<file path="src/sv/bbfi_pkg.sv">
`default_nettype none
// ----------------------------------------------------------------------------
// bbfi_pkg
// shared types and constants for the bad block fault injector
// ----------------------------------------------------------------------------
package bbfi_pkg;

    localparam int TABLE_ENTRIES = 256;
    localparam int IDX_W         = $clog2(TABLE_ENTRIES);
    localparam int CNT_W         = IDX_W + 1;
    localparam int BLK_W         = 48;
    localparam int MAX_SHIFT     = 21;

    localparam logic [3:0] OP_IO_READ   = 4'd0;
    localparam logic [3:0] OP_IO_WRITE  = 4'd1;
    localparam logic [3:0] OP_ADD_READ  = 4'd2;
    localparam logic [3:0] OP_ADD_WRITE = 4'd3;
    localparam logic [3:0] OP_REM_READ  = 4'd4;
    localparam logic [3:0] OP_REM_WRITE = 4'd5;
    localparam logic [3:0] OP_QRY_READ  = 4'd6;
    localparam logic [3:0] OP_QRY_WRITE = 4'd7;
    localparam logic [3:0] OP_CLR_READ  = 4'd8;
    localparam logic [3:0] OP_CLR_WRITE = 4'd9;

    localparam logic [2:0] ST_OK        = 3'd0;
    localparam logic [2:0] ST_NOT_FOUND = 3'd1;
    localparam logic [2:0] ST_PRESENT   = 3'd2;
    localparam logic [2:0] ST_FULL      = 3'd3;
    localparam logic [2:0] ST_RANGE     = 3'd4;

    localparam logic [2:0] REG_FAIL_READ  = 3'd0;
    localparam logic [2:0] REG_FAIL_WRITE = 3'd1;
    localparam logic [2:0] REG_SHIFT      = 3'd2;
    localparam logic [2:0] REG_OFFSET     = 3'd3;
    localparam logic [2:0] REG_DEVICE     = 3'd4;

    typedef struct packed {
        logic [3:0]  op;
        logic [47:0] sector_or_block;
        logic [7:0]  write_fail_count;
    } in_item_t;

    typedef struct packed {
        logic [47:0] mapped_sector;
        logic        kill;
        logic [2:0]  status;
        logic        found;
        logic [8:0]  read_entries;
        logic [8:0]  write_entries;
    } out_item_t;

    // entry held in the table memory
    typedef struct packed {
        logic             is_write;
        logic [BLK_W-1:0] blk;
        logic [7:0]       cnt;
    } entry_t;

    // controller to datapath
    typedef struct packed {
        logic load;      // capture input item, reset scan results
        logic scan_rd;   // issue read of scan index
        logic scan_chk;  // check the registered read data
        logic apply;     // commit table and count updates
        logic out_load;  // form result
    } dp_cmd_t;

    // datapath to controller
    typedef struct packed {
        logic scan_last; // scan index at last entry
        logic need_scan; // item touches the table
        logic wr_busy;   // never set; a clear runs inside the scan
    } dp_sts_t;

endpackage : bbfi_pkg
`default_nettype wire

</file>
<file path="src/sv/bbfi_ctrl.sv">
`default_nettype none
// ----------------------------------------------------------------------------
// bbfi_ctrl
// sequencer: accept item, scan table if needed, apply update, present result
// ----------------------------------------------------------------------------
module bbfi_ctrl (
    input  wire logic              clk,
    input  wire logic              rst_n,
    input  wire logic              in_valid,
    output logic                   in_ready,
    output logic                   out_valid,
    input  wire logic              out_ready,
    output bbfi_pkg::dp_cmd_t      cmd,
    input  wire bbfi_pkg::dp_sts_t sts
);

    typedef enum logic [2:0] {
        S_IDLE,
        S_DECIDE,
        S_SCAN,
        S_LAST,
        S_APPLY,
        S_RESULT
    } state_t;

    state_t state_reg, state_next;
    logic   out_valid_reg, out_valid_next;

    assign in_ready  = (state_reg == S_IDLE) && !sts.wr_busy;
    assign out_valid = out_valid_reg;

    always_comb
    begin
        state_next     = state_reg;
        out_valid_next = out_valid_reg;
        cmd            = '0;
        if (out_valid_reg && out_ready)
        begin
            out_valid_next = 1'b0;
        end
        case (state_reg)
            S_IDLE:
            begin
                if (in_valid && in_ready)
                begin
                    cmd.load   = 1'b1;
                    state_next = S_DECIDE;
                end
            end
            S_DECIDE:
            begin
                if (sts.need_scan)
                begin
                    cmd.scan_rd = 1'b1;
                    state_next  = S_SCAN;
                end
                else
                begin
                    state_next = S_APPLY;
                end
            end
            S_SCAN:
            begin
                cmd.scan_chk = 1'b1;
                if (sts.scan_last)
                begin
                    cmd.scan_rd = 1'b1;
                    state_next  = S_LAST;
                end
                else
                begin
                    cmd.scan_rd = 1'b1;
                end
            end
            S_LAST:
            begin
                cmd.scan_chk = 1'b1;
                state_next   = S_APPLY;
            end
            S_APPLY:
            begin
                cmd.apply  = 1'b1;
                state_next = S_RESULT;
            end
            S_RESULT:
            begin
                if (!out_valid_reg || out_ready)
                begin
                    cmd.out_load   = 1'b1;
                    out_valid_next = 1'b1;
                    state_next     = S_IDLE;
                end
            end
            default: state_next = S_IDLE;
        endcase
    end

    always_ff @(posedge clk or negedge rst_n)
    begin
        if (!rst_n)
        begin
            state_reg     <= S_IDLE;
            out_valid_reg <= 1'b0;
        end
        else
        begin
            state_reg     <= state_next;
            out_valid_reg <= out_valid_next;
        end
    end

endmodule : bbfi_ctrl
`default_nettype wire
</file>
<file path="config.mk">
export PLATFORM = sky130hd
export DESIGN_NAME = bbfi_ctrl
export DESIGN_NICKNAME = d
export VERILOG_FILES = /design/src/sv/bbfi_pkg.sv /design/src/sv/bbfi_ctrl.sv
export SDC_FILE = /design/constraint.sdc
export NUM_CORES = 1
export LEC_CHECK = 0
export BUFFER_PORTS_ARGS = -buffer_cell sky130_fd_sc_hd__buf_4
export CAP_MARGIN = 20
export CORE_AREA = 8 8 45 47
export CTS_BUF_LIST = sky130_fd_sc_hd__clkbuf_8
export CTS_CLUSTER_DIAMETER = 200
export DETAILED_ROUTE_END_ITERATION = 6
export DIE_AREA = 0 0 53 55
export GPL_TIMING_DRIVEN = 0
export PLACE_DENSITY = 0.47
export SLEW_MARGIN = 20
export SYNTH_ARGS = -nofsm -noshare
export SYNTH_HDL_FRONTEND = slang
export SYNTH_SLANG_ARGS = --single-unit
</file>
<file path="constraint.sdc">
create_clock -name clk -period 1.7 [get_ports clk]
set_input_delay 0.255 -clock clk [delete_from_list [all_inputs] [get_ports clk]]
set_output_delay 0.255 -clock clk [all_outputs]
set_load 0.05 [all_outputs]
</file>
# After elaboration in Yosys (flattened, before gate mapping)
# Cells that the tools add are included.
# W data, S select, Z words.
# totals
input_bits	7
regBits	4
word_cells	35
# op_classes
n_reduce_logical	9
muxes	16
n_eq_ne	8
# op_table
operator	n
$pmux W3 S6	1
$mux W3	4
$mux W1	10
$eq A3 B2 Y1 const B	2
$eq A3 B3 Y1 const B	2
$ne A2 B2 Y1 const B	2
$eq A3 B1 Y1 const B	1
$logic_and A1 B1 Y1	3
$logic_not A3 Y1	1
$reduce_and A3 Y1	1
$logic_not A1 Y1	2
$ne A2 B1 Y1 const B	1
$pmux W1 S2	1
$reduce_or A2 Y1	1
$logic_or A1 B1 Y1	1

# Longest topological paths before layout
# logic_depth
depth_word	5
mapped_depth	3

# Least setup slack after synthesis
# No wires, ideal clock.
# synth_path
path_type	register -> output
startpoint	reg state_reg[0]
endpoint	out cmd[4] in the netlist's numbering
arrival_ns	2.021
setup_slack_ns	-0.576
n_path_buf	1
stages_incl_launch_ff	4
cell_sequence	dfrtp_1 -> buf_6 -> nor4_2 -> and2_1
# synth_rtl
element	line	text
from (decl)	bbfi_ctrl.sv:26	state_t state_reg, state_next;
from (signal assigned)	bbfi_ctrl.sv:107	state_reg <= state_next;
to (decl)	bbfi_ctrl.sv:13	output bbfi_pkg::dp_cmd_t cmd,

==> impl_metrics.json <==
{
  "hold_viol_final": 0,
  "netlist_area_um2": 236,
  "slowest_stage": "dfrtp_1",
  "drive_gt1_frac": 0.476,
  "slew_viol_final": 0,
  "dieArea_mm2": 0.00292,
  "drt-total-wl_um": 671,
  "cts_tree": "built",
  "clock_sinks": 4,
  "area_growth_pct": 77.2,
  "cts_setup_buffers": 0,
  "fp.dieH_um": 55,
  "core_mm2": 0.00138,
  "timing.rr.end": "state_reg[0]$_DFFE_PN0P_",
  "antenna_found_initial": 0,
  "drcViolationCount": 0,
  "multi_input_area_um2": 135,
  "rr_worst_depth": 3,
  "min_from": "in_valid",
  "path_class": "register to primary output",
  "synth_seq_area_share": 0.423,
  "path_buf_inv": 1,
  "whs_endpoint": "state_reg[0]$_DFFE_PN0P_",
  "worst_path_dominant_cell_family": "simple AND/OR/NAND/NOR gates",
  "period_minus_slack_ns": 1.60,
  "largest_register_ff_count": 3,
  "final_cell_mix": "buf_4 (13), dfrtp_1 (4), nand2b_1 (3), a21oi_1 (3), clkbuf_8 (3)",
  "r2r-start": "state_reg[1]$_DFFE_PN0P_",
  "ys_seq_elements": 4,
  "cpPeakStageDelay_ns": 0.46,
  "initial_utilization": 0.171,
  "status": "finished, final reports clean",
  "pwr_density_cell_mw_per_mm2": 2250,
  "drv_cap": 0,
  "end_kind": "primary output",
  "cp.arrival_ns": 1.35,
  "dr.pass1.iters": 3,
  "finClkSkew_ns": 0.000350,
  "required_ns": 1.44,
  "max_freq_mhz": 623,
  "grt_pass1_wl_mm": 1.12,
  "period_share": 0.944,
  "avgSynthCellArea_um2": 9.46,
  "ir_drop_mv": 0.741,
  "rsz0062_at_grt": "false",
  "worstSetupStartpointType": "register",
  "holdPathStages": 2,
  "rows": 14,
  "synth_cells": 25,
  "drt_iter0_drc": 3,
  "numCtsBuffers": 3,
  "max_slew_margin": 0.822,
  "cts_resized": 0,
  "port_buffers": 13,
  "gp_congestion": 0.609,
  "mappedNetlistNets": 32,
  "seqCellArea_um2": 100,
  "die_w_um": 53,
  "postLayoutCoreUtil": 0.303,
  "vias": 245,
  "fin_nets": 51,
  "crit_cells": 3,
  "io_pins": 14,
  "dp_hpwl_um": 529,
  "rrSetupSlack_ns": 0.61,
  "clkLatencyLatePin_ns": 0.22,
  "path_cells": "nor4_4, and2_4, buf_4",
  "p_leak_nw": 0.202,
  "grt_max_degree": 10,
  "cts_root_buffer": "clkbuf_8",
  "tightest_slew_ns": 0.267,
  "ant_nets": 0,
  "setup_violations": 0,
  "fill_cells": 146,
  "cts_buffer_depth": 2,
  "mostFrequentLayoutCell": "buf_4",
  "hp-class": "primary input to register",
  "first_global_vias": 262,
  "grt_usage": 0.0580,
  "grt_overflow": 0,
  "yosys_warnings": 0,
  "power.total_mw": 0.945,
  "clk_pin_slew_ns": 0.03,
  "n_antenna_cell": 0,
  "crit_path_max_fanout": 8,
  "synth_cell_type_count": 15,
  "h-tree-depth": 1,
  "via_per_inst": 4.22,
  "avgRoutedWirePerCell_um": 11.6
}
-- layer usage --
| metal | vias up | wire length [um] | track usage |
|---|---|---|---|
| met5 | - | 0 | 0 |
| met4 | 0 | 17 | 0.0647 |
| met3 | 2 | 131 | 0.0508 |
| met2 | 16 | 231 | 0.0586 |
| met1 | 106 | 290 | 0.0641 |
| li1 | 121 | - | - |
-- cell families after synthesis --
kind of cell	share of synthesized area
simple gates	0.354
buf+inv	0.0635
flops	0.423
compound gates	0.159
-- through the flow --
stage	worst slack [ns]	instance area (um2)	TNS (ns)	std cells	hold slack, ns
2_1_floorplan	-0.0477	250	-0.0477	25	-0.0406
3_3_place_gp	0.310	368	0	54	0.0539
3_5_place_dp	0.323	368	0	54	0.0543
4_1_cts	0.0735	419	0	58	0.281
5_1_grt	0.0236	419	0	58	0.302
6_report	0.0956	419	0	58	0.284
-- Yosys cell counts --
| master | number | area, um2 |
|---|---|---|
| nand3b_1 | 2 | 15.0 |
| nand2_1 | 1 | 3.75 |
| nor4_2 | 1 | 12.5 |
| nor3_1 | 1 | 5.00 |
| dfrtp_1 | 4 | 100 |
| nor2b_1 | 3 | 18.8 |
| and2_1 | 1 | 6.26 |
| a21oi_1 | 3 | 15.0 |
| nor2_1 | 1 | 3.75 |
| nand2b_1 | 3 | 18.8 |
| o21ai_0 | 1 | 5.00 |
| o21bai_1 | 1 | 7.51 |
| inv_1 | 1 | 3.75 |
| a221o_1 | 1 | 10.0 |
| buf_6 | 1 | 11.3 |
-- power breakdown --
part	internal [mW]	switching, mW
Clock	0.151	0.0476
Sequential	0.139	0.0590
Combinational	0.200	0.349
-- final cells by class --
type | count | share of cell area
Sequential cell | 4 | 0.239
Buffer | 1 | 0.0269
Multi-Input combinational cell | 19 | 0.322
Tap cell | 16 | 0.0478
Inverter | 1 | 0.00896
Clock buffer | 3 | 0.0985
Timing Repair Buffer | 14 | 0.257
-- worst max-delay path by stage --
stage                                  start     end  slack [ns]
CTS                 state_reg[1]$_DFFE_PN0P_  cmd[4]        0.07
detailed placement  state_reg[1]$_DFFE_PN0P_  cmd[4]        0.32
floorplan           state_reg[1]$_DFFE_PN0P_  cmd[4]       -0.05
finish              state_reg[1]$_DFFE_PN0P_  cmd[4]         0.1
global route        state_reg[1]$_DFFE_PN0P_  cmd[4]        0.02
global placement    state_reg[1]$_DFFE_PN0P_  cmd[4]        0.31
-- what timing repair did --
action,CTS,global route
hold buffers,1,0
endpoints found under the hold margin,4,0
setup endpoints to repair,0,0
Power figures use the tool's default switching activity.
